$ cat src/sv/mrf_pkg.sv
// Shared types, constants and the CRC-16/Modbus byte step for the Modbus RTU request framer.
// No dependencies; imported by every module of the framer.
`default_nettype none

package mrf_pkg;

    localparam int FRAME_BYTES = 8;
    localparam int IDX_W       = $clog2(FRAME_BYTES);

    // Position of each byte in the frame, including the first CRC byte and the last byte
    localparam logic [IDX_W-1:0] IDX_FIRST   = '0;
    localparam logic [IDX_W-1:0] IDX_FN      = IDX_W'(1);
    localparam logic [IDX_W-1:0] IDX_REG_HI  = IDX_W'(2);
    localparam logic [IDX_W-1:0] IDX_REG_LO  = IDX_W'(3);
    localparam logic [IDX_W-1:0] IDX_VAL_HI  = IDX_W'(4);
    localparam logic [IDX_W-1:0] IDX_VAL_LO  = IDX_W'(5);
    localparam logic [IDX_W-1:0] IDX_CRC_A   = IDX_W'(FRAME_BYTES - 2);
    localparam logic [IDX_W-1:0] IDX_LAST    = IDX_W'(FRAME_BYTES - 1);

    localparam logic [15:0] CRC_INIT = 16'hFFFF;
    localparam logic [15:0] CRC_POLY = 16'hA001;

    localparam logic [7:0] FN_WRITE_SINGLE = 8'd6;
    localparam logic [7:0] FN_READ_HOLDING = 8'd3;

    // Request modes as carried on the input tuser bit
    localparam logic MODE_WRITE = 1'b0;
    localparam logic MODE_READ  = 1'b1;

    // Two-entry queue between front and back end
    localparam int QUEUE_DEPTH = 2;
    localparam int QUEUE_AW    = $clog2(QUEUE_DEPTH);
    localparam int QUEUE_CW    = $clog2(QUEUE_DEPTH + 1);

    localparam int S_TDATA_W = 40;
    localparam int M_TDATA_W = 16;

    // First six frame bytes of one request, already classified
    typedef struct packed {
        logic [7:0]  slave_address;
        logic [7:0]  function_code;
        logic [15:0] register_address;
        logic [15:0] value;
    } hdr_t;

    // Handshake group for a header moving front to queue or queue to back
    typedef struct packed {
        logic valid;
        hdr_t data;
    } hdr_xfer_t;

    function automatic logic [15:0] crc_byte(input logic [15:0] crc_in, input logic [7:0] data);
        logic [15:0] c;
        c = crc_in ^ {8'h00, data};
        for (int b = 0; b < 8; b++)
        begin
            c = c[0] ? ((c >> 1) ^ CRC_POLY) : (c >> 1);
        end
        return c;
    endfunction

endpackage

`default_nettype wire

$ cat src/sv/mrf_front.sv
// Front end of the Modbus RTU request framer: accepts requests and builds the frame header.
// Depends on mrf_pkg.
`default_nettype none

module mrf_front (
    input  wire logic                          clk,
    input  wire logic                          rst_n,
    input  wire logic                          s_axis_tvalid,
    output logic                               s_axis_tready,
    input  wire logic [mrf_pkg::S_TDATA_W-1:0] s_axis_tdata,
    input  wire logic                          s_axis_tuser,
    output mrf_pkg::hdr_xfer_t                 push,
    input  wire logic                          push_ready
);
    import mrf_pkg::*;

    logic hdr_valid_reg;
    logic hdr_valid_next;
    hdr_t hdr_reg;
    hdr_t hdr_next;
    logic accept;

    assign s_axis_tready = !hdr_valid_reg || push_ready;
    assign accept        = s_axis_tvalid && s_axis_tready;

    // Pick the function code and drop the value for reads
    always_comb
    begin
        hdr_next.slave_address    = s_axis_tdata[7:0];
        hdr_next.register_address = s_axis_tdata[23:8];
        unique case (s_axis_tuser)
            MODE_READ:
            begin
                hdr_next.function_code = FN_READ_HOLDING;
                hdr_next.value         = '0;
            end
            default:
            begin
                hdr_next.function_code = FN_WRITE_SINGLE;
                hdr_next.value         = s_axis_tdata[39:24];
            end
        endcase
    end

    always_comb
    begin
        if (accept)
            hdr_valid_next = 1'b1;
        else if (push_ready)
            hdr_valid_next = 1'b0;
        else
            hdr_valid_next = hdr_valid_reg;
    end

    always_ff @(posedge clk or negedge rst_n)
    begin
        if (!rst_n)
            hdr_valid_reg <= 1'b0;
        else
            hdr_valid_reg <= hdr_valid_next;
    end

    always_ff @(posedge clk)
    begin
        if (accept)
            hdr_reg <= hdr_next;
    end

    assign push.valid = hdr_valid_reg;
    assign push.data  = hdr_reg;

endmodule

`default_nettype wire

$ cat src/sv/mrf_queue.sv
// Two-entry header queue between the front and back ends of the framer.
// Depends on mrf_pkg.
`default_nettype none

module mrf_queue (
    input  wire logic              clk,
    input  wire logic              rst_n,
    input  wire mrf_pkg::hdr_xfer_t push,
    output logic                   push_ready,
    output mrf_pkg::hdr_xfer_t     pop,
    input  wire logic              pop_ready
);
    import mrf_pkg::*;

    hdr_t                mem [QUEUE_DEPTH];
    logic [QUEUE_AW-1:0] wr_ptr_reg;
    logic [QUEUE_AW-1:0] wr_ptr_next;
    logic [QUEUE_AW-1:0] rd_ptr_reg;
    logic [QUEUE_AW-1:0] rd_ptr_next;
    logic [QUEUE_CW-1:0] count_reg;
    logic [QUEUE_CW-1:0] count_next;
    logic                do_push;
    logic                do_pop;

    assign push_ready = (count_reg != QUEUE_CW'(QUEUE_DEPTH));
    assign do_push    = push.valid && push_ready;
    assign do_pop     = pop.valid && pop_ready;

    assign pop.valid = (count_reg != '0);
    assign pop.data  = mem[rd_ptr_reg];

    always_comb
    begin
        wr_ptr_next = wr_ptr_reg;
        rd_ptr_next = rd_ptr_reg;
        count_next  = count_reg;
        if (do_push)
            wr_ptr_next = (wr_ptr_reg == QUEUE_AW'(QUEUE_DEPTH - 1)) ? '0 : wr_ptr_reg + 1'b1;
        if (do_pop)
            rd_ptr_next = (rd_ptr_reg == QUEUE_AW'(QUEUE_DEPTH - 1)) ? '0 : rd_ptr_reg + 1'b1;
        if (do_push && !do_pop)
            count_next = count_reg + 1'b1;
        else if (do_pop && !do_push)
            count_next = count_reg - 1'b1;
    end

    always_ff @(posedge clk or negedge rst_n)
    begin
        if (!rst_n)
        begin
            wr_ptr_reg <= '0;
            rd_ptr_reg <= '0;
            count_reg  <= '0;
        end
        else
        begin
            wr_ptr_reg <= wr_ptr_next;
            rd_ptr_reg <= rd_ptr_next;
            count_reg  <= count_next;
        end
    end

    always_ff @(posedge clk)
    begin
        if (do_push)
            mem[wr_ptr_reg] <= push.data;
    end

endmodule

`default_nettype wire

$ cat src/sv/mrf_back.sv
// Back end of the framer: serializes one header into eight bytes and folds in the CRC.
// Depends on mrf_pkg.
`default_nettype none

module mrf_back (
    input  wire logic                      clk,
    input  wire logic                      rst_n,
    input  wire logic                      crc_low_first,
    input  wire mrf_pkg::hdr_xfer_t        pop,
    output logic                           pop_ready,
    output logic                           out_valid,
    input  wire logic                      out_ready,
    output logic [7:0]                     out_byte,
    output logic [mrf_pkg::IDX_W-1:0]      out_index,
    output logic                           out_last
);
    import mrf_pkg::*;

    logic [IDX_W-1:0] idx_reg;
    logic [IDX_W-1:0] idx_next;
    logic [15:0]      crc_reg;
    logic [15:0]      crc_next;
    logic [15:0]      crc_seed;
    logic             out_valid_reg;
    logic             out_valid_next;
    logic [7:0]       out_byte_reg;
    logic [IDX_W-1:0] out_index_reg;
    logic             out_last_reg;
    logic [7:0]       byte_sel;
    logic             load;

    assign load      = pop.valid && (!out_valid_reg || out_ready);
    assign pop_ready = load && (idx_reg == IDX_LAST);
    assign crc_seed  = (idx_reg == IDX_FIRST) ? CRC_INIT : crc_reg;

    always_comb
    begin
        unique case (idx_reg)
            IDX_FIRST:  byte_sel = pop.data.slave_address;
            IDX_FN:     byte_sel = pop.data.function_code;
            IDX_REG_HI: byte_sel = pop.data.register_address[15:8];
            IDX_REG_LO: byte_sel = pop.data.register_address[7:0];
            IDX_VAL_HI: byte_sel = pop.data.value[15:8];
            IDX_VAL_LO: byte_sel = pop.data.value[7:0];
            IDX_CRC_A:  byte_sel = crc_low_first ? crc_reg[7:0] : crc_reg[15:8];
            default:    byte_sel = crc_low_first ? crc_reg[15:8] : crc_reg[7:0];
        endcase
    end

    always_comb
    begin
        idx_next       = idx_reg;
        crc_next       = crc_reg;
        out_valid_next = out_valid_reg && !out_ready;
        if (load)
        begin
            out_valid_next = 1'b1;
            idx_next       = (idx_reg == IDX_LAST) ? IDX_FIRST : idx_reg + 1'b1;
            if (idx_reg < IDX_CRC_A)
                crc_next = crc_byte(crc_seed, byte_sel);
        end
    end

    always_ff @(posedge clk or negedge rst_n)
    begin
        if (!rst_n)
        begin
            idx_reg       <= IDX_FIRST;
            out_valid_reg <= 1'b0;
        end
        else
        begin
            idx_reg       <= idx_next;
            out_valid_reg <= out_valid_next;
        end
    end

    always_ff @(posedge clk)
    begin
        crc_reg <= crc_next;
        if (load)
        begin
            out_byte_reg  <= byte_sel;
            out_index_reg <= idx_reg;
            out_last_reg  <= (idx_reg == IDX_LAST);
        end
    end

    assign out_valid = out_valid_reg;
    assign out_byte  = out_byte_reg;
    assign out_index = out_index_reg;
    assign out_last  = out_last_reg;

endmodule

`default_nettype wire

$ cat src/sv/modbus_rtu_request_framer_top.sv
// A request passes the front header register, a queue entry and the back-end output register.
// Throughput: one frame byte per cycle while m_axis_tready is high, set by the back end's
// byte serializer, which folds each header byte into the CRC-16/Modbus.
// A new request is accepted while the previous frame is still being sent.
// Reset (rst_n, async, active low) empties the header stage, queue and output register
// and clears crc_low_first to 0 (CRC high byte first).
`default_nettype none

module modbus_rtu_request_framer_top (
    input  wire logic                          clk,
    input  wire logic                          rst_n,
    // Configuration: bit 0 is crc_low_first
    input  wire logic                          cfg_wr_en,
    input  wire logic                          cfg_wr_data,
    // Request stream
    input  wire logic                          s_axis_tvalid,
    output logic                               s_axis_tready,
    // [7:0] slave_address, [23:8] register_address, [39:24] write_value
    input  wire logic [mrf_pkg::S_TDATA_W-1:0] s_axis_tdata,
    // [0] mode: 0 write single register, 1 read holding register
    input  wire logic                          s_axis_tuser,
    // Frame byte stream
    output logic                               m_axis_tvalid,
    input  wire logic                          m_axis_tready,
    // [7:0] frame_byte, [10:8] byte_index, [15:11] zero
    output logic [mrf_pkg::M_TDATA_W-1:0]      m_axis_tdata,
    // last_byte: final CRC byte of the frame
    output logic                               m_axis_tlast
);
    import mrf_pkg::*;

    logic             crc_low_first_reg;
    hdr_xfer_t        push;
    logic             push_ready;
    hdr_xfer_t        pop;
    logic             pop_ready;
    logic [7:0]       out_byte;
    logic [IDX_W-1:0] out_index;

    // Hold the CRC byte order; write only while no frame is in flight (not enforced here)
    always_ff @(posedge clk or negedge rst_n)
    begin
        if (!rst_n)
            crc_low_first_reg <= 1'b0;
        else if (cfg_wr_en)
            crc_low_first_reg <= cfg_wr_data;
    end

    // Front end: accept a request transaction, pick the function code, zero the value on reads
    mrf_front u_front (
        .clk           (clk),
        .rst_n         (rst_n),
        .s_axis_tvalid (s_axis_tvalid),
        .s_axis_tready (s_axis_tready),
        .s_axis_tdata  (s_axis_tdata),
        .s_axis_tuser  (s_axis_tuser),
        .push          (push),
        .push_ready    (push_ready)
    );

    // Queue: lets the front take the next request while the back is mid-frame
    mrf_queue u_queue (
        .clk        (clk),
        .rst_n      (rst_n),
        .push       (push),
        .push_ready (push_ready),
        .pop        (pop),
        .pop_ready  (pop_ready)
    );

    // Back end: send six header bytes while advancing the CRC, then the two CRC bytes
    mrf_back u_back (
        .clk           (clk),
        .rst_n         (rst_n),
        .crc_low_first (crc_low_first_reg),
        .pop           (pop),
        .pop_ready     (pop_ready),
        .out_valid     (m_axis_tvalid),
        .out_ready     (m_axis_tready),
        .out_byte      (out_byte),
        .out_index     (out_index),
        .out_last      (m_axis_tlast)
    );

    assign m_axis_tdata = {(M_TDATA_W - 8 - IDX_W)'(0), out_index, out_byte};

    // tlast marks exactly the last byte position
    assert property (@(posedge clk) disable iff (!rst_n)
        m_axis_tvalid |-> (m_axis_tlast == (m_axis_tdata[10:8] == IDX_LAST)))
        else $error("tlast does not match last byte position");

    // Inside a frame the next byte follows at once with the next index
    assert property (@(posedge clk) disable iff (!rst_n)
        (m_axis_tvalid && m_axis_tready && !m_axis_tlast) |=>
        (m_axis_tvalid && (m_axis_tdata[10:8] == $past(m_axis_tdata[10:8]) + 3'd1)))
        else $error("frame bytes not contiguous");

    // Function code byte is one of the two supported codes
    assert property (@(posedge clk) disable iff (!rst_n)
        (m_axis_tvalid && (m_axis_tdata[10:8] == IDX_FN)) |->
        ((m_axis_tdata[7:0] == FN_READ_HOLDING) || (m_axis_tdata[7:0] == FN_WRITE_SINGLE)))
        else $error("bad function code byte");

endmodule

`default_nettype wire
$ cat config.mk
export PLATFORM = sky130hd
export DESIGN_NAME = modbus_rtu_request_framer_top
export DESIGN_NICKNAME = d
export VERILOG_FILES = /design/src/sv/mrf_pkg.sv /design/src/sv/mrf_front.sv /design/src/sv/mrf_queue.sv /design/src/sv/mrf_back.sv /design/src/sv/modbus_rtu_request_framer_top.sv
export SDC_FILE = /design/constraint.sdc
export NUM_CORES = 1
export LEC_CHECK = 0
export BUFFER_PORTS_ARGS = -buffer_cell sky130_fd_sc_hd__buf_4
export CAP_MARGIN = 20
export CORE_ASPECT_RATIO = 0.6
export CORE_MARGIN = 10
export CORE_UTILIZATION = 52
export CTS_BUF_LIST = sky130_fd_sc_hd__clkbuf_2 sky130_fd_sc_hd__clkbuf_4 sky130_fd_sc_hd__clkbuf_8
export DETAILED_ROUTE_END_ITERATION = 12
export GPL_ROUTABILITY_DRIVEN = 0
export GPL_TIMING_DRIVEN = 1
export PLACE_DENSITY = 0.76
export SLEW_MARGIN = 20
export SYNTH_ARGS = -nofsm -noshare
export SYNTH_HDL_FRONTEND = slang
export SYNTH_SLANG_ARGS = --single-unit
$ cat constraint.sdc
create_clock -name clk -period 8.4 [get_ports clk]
set_clock_uncertainty 0.05 [all_clocks]
set_input_delay 0.42 -clock clk [delete_from_list [all_inputs] [get_ports clk]]
set_output_delay 0.42 -clock clk [all_outputs]
set_load 0.01 [all_outputs]
==> out/metrics.cfg <==
[critical_path]
crit_family=XOR/XNOR gates
crit_type=register to register
cp.required_ns=8.55
cp_max_fo=32
cp-start-kind=register
slowest_stage=nor4_4
crit_chain=buf_4, inv_2, ha_1, nor4_4, nor4_1, a32oi_2, xnor2_2, xnor3_2, xor3_1
end_kind=register
worst_path_largest_cell_delay_ns=0.74
critPathBufInv=2
cp.arrival_ns=4.13

[flow_run]
maxCapViolCount=0

[grt]
grt_usage_pct=15.4
grt_pass1_vias=3824
grt_antenna_before_repair=0
grt_overflow_total=0
grt_max_degree=43
grt_pass1_wl_mm=21.7

[place]
dp_cells=632
place_area_mm2=0.00741
dp_hpwl_mm=9.52
place_ws_ns=4.52
io_buffers=60

[clock_tree]
post_cts_buffers=0
ctsRootBufferMaster=clkbuf_8
clock_sinks=164
ctsHoldBuffers=1
cts.clk_slew.worst_paths_ns=0.10
postCtsResizedCells=0
cts_max_level=4
clk_path_buf_depth=2
cts_made_buffers=17
clk_latency_ns=0.45
tritoncts=done

[yosys]
synthCells=416
synth-edff-count=154
ys_seq_area_share_pct=71.1
ys_seq_elements=164
yosysUniqueCellTypes=62
avgSynthCellArea_um2=16.5
ys.flop_type=edfxtp_1
synthArstFlopShare_pct=6.10
syn_area_mm2=0.00685
yosysWarnings=0

[timing]
rsz0062_at_grt=false
setup_slack_ns=4.42
finalCritPeriodShare_pct=47.4
setup_viol=0
slew-limit-headroom_pct=30.4
period_minus_slack_ns=3.98
hold_viol_final=0
drv_slew=0
fin_setup_tns_ns=0
clock.fmax_mhz=251
hold_slack_ns=0.0867
tightestPinTransition_ns=1.04

[cells_and_area]
largest_reg_flops=84
layout-drive-gt1-share_pct=25.5
num_antenna_cells=0
final_area_mm2=0.00781
areaGrowthSynthToFinish_pct=14.0
final_cells=665
nets=536

[power_and_ir_drop]
p_leak_nw=2.84
ir_worst_vdd_mv=0.416
powerDensity_mw_per_mm2=486

[floorplan]
initial_core_util_pct=53.3
dieArea_mm2=0.0183
dieWidth_um=168
fp-row-count=32
die_y_um=109
ios=66
core_mm2=0.0129

[detailed_routing]
drc=0
dr.pass1.iters=5
ant_nets=0
drtIter0Drc=379
wl_mm=13.8
vias_per_cell=5.52
avgRoutedWirePerCell_um=20.7
vias=3673

[run_status]
status=finished, final reports clean

[min_path]
hold_class=input port to register

==> layout by cell type, fill, tap and decap left out, drive strengths merged, types with 2 or more instances in the layout <==
cell | synthesis | final
nand2b | 6 | 6
ha | 7 | 7
nand3b | 4 | 4
inv | 9 | 16
conb | 1 | 5
xnor2 | 23 | 23
o21ai | 5 | 5
mux2 | 6 | 6
nand2 | 24 | 24
xnor3 | 2 | 2
o22ai | 8 | 8
dfrtp | 10 | 10
nand3 | 6 | 6
nor2b | 19 | 19
a211oi | 3 | 3
xor2 | 7 | 7
a22oi | 4 | 4
edfxtp | 154 | 154
or2 | 5 | 5
mux4 | 2 | 2
a21oi | 6 | 6
buf | 19 | 64
clkbuf | 3 | 17
nor2 | 19 | 19
a31oi | 3 | 3
mux2i | 35 | 35
nor4 | 2 | 2
o221ai | 2 | 2
a32oi | 5 | 5
clkinv | 0 | 7
==> final timing paths <==
kind	startpoint	endpoint	slack (ns)	depth (start not counted)
worst max-delay path	u_back.idx_reg[2]$_DFFE_PN0P_	u_back.crc_reg[0]$_DFFE_PP_	4.42	9
worst min-delay path	s_axis_tdata[8]	u_front.push[16]$_DFFE_PP_	0.09	1
max in group asynchronous	rst_n	u_queue.rd_ptr_reg$_DFFE_PN0P_	7.84	2
worst max register to register	u_back.idx_reg[2]$_DFFE_PN0P_	u_back.crc_reg[0]$_DFFE_PP_	4.42	9
min in group asynchronous	rst_n	u_front.hdr_valid_reg$_DFFE_PN0P_	0.29	2
worst min register to register	u_front.push[41]$_DFFE_PP_	u_queue.mem[1][36]$_DFFE_PP_	0.40	0
==> cells in the mapped netlist, types with 2 or more instances <==
cell	n	area, µm²
edfxtp_1	154	4620
mux2i_1	35	350
nand2_1	24	90.1
xnor2_1	21	184
nor2_1	19	71.3
nor2b_1	19	119
dfrtp_1	10	250
inv_1	8	30.0
buf_2	7	35.0
ha_1	7	87.6
o22ai_1	7	43.8
a21oi_1	6	30.0
buf_4	6	45.0
nand2b_1	6	37.5
nand3_1	6	30.0
xor2_1	6	52.6
buf_6	5	56.3
or2_2	5	31.3
a32oi_1	4	35.0
nand3b_1	4	30.0
o21ai_0	4	20.0
a22oi_1	3	22.5
clkbuf_1	3	11.3
mux2_1	3	33.8
mux2_2	3	33.8
a211oi_1	2	15.0
a31oi_1	2	12.5
mux4_2	2	45.0
xnor2_2	2	32.5
==> area by class of cell <==
class / instances / area [µm²]
fillers: 960 / 5040
flip-flops and latches: 164 / 4880
multi-input cells: 225 / 1810
repair buffers: 65 / 490
clock buffers: 17 / 234
well taps: 170 / 213
clock inverters: 15 / 161
inverters: 9 / 33.8
==> metrics by stage <==
stage | util, % | total power [mW]
after floorplan | - | 2.85
after global placement | 57.6 | 3.17
after detailed placement | 57.6 | 3.26
after CTS | 60.8 | 3.80
after global routing | 60.8 | 4.01
final | 60.8 | 3.80
==> report_power, final <==
group | switching, mW | total, mW | internal, mW
registers | 0.177 | 1.53 | 1.35
clock network | 0.330 | 0.554 | 0.224
logic | 0.856 | 1.71 | 0.855
total | 1.36 | 3.80 | 2.43
==> per-layer routing <==
layer  track usage (%)  vias to the layer above  share of wire [%]
li1                  -                     1694                  -
met1              21.9                     1787                 46
met2              22.2                      176                 44
met3              4.96                       16                9.1
met4              4.76                        0                1.2
met5                 0                        -                  0
==> logic make-up after synthesis <==
group	count (synthesis)	share of synthesized area [%]
compound gates	46	5.70
simple gates	91	7.01
mux	43	6.76
xor+xnor	33	5.19
buf+inv	31	2.87
fa+ha+maj	7	1.28
flops	164	71.1
other cells	1	0.0547
Power figures use the tool's default switching activity.
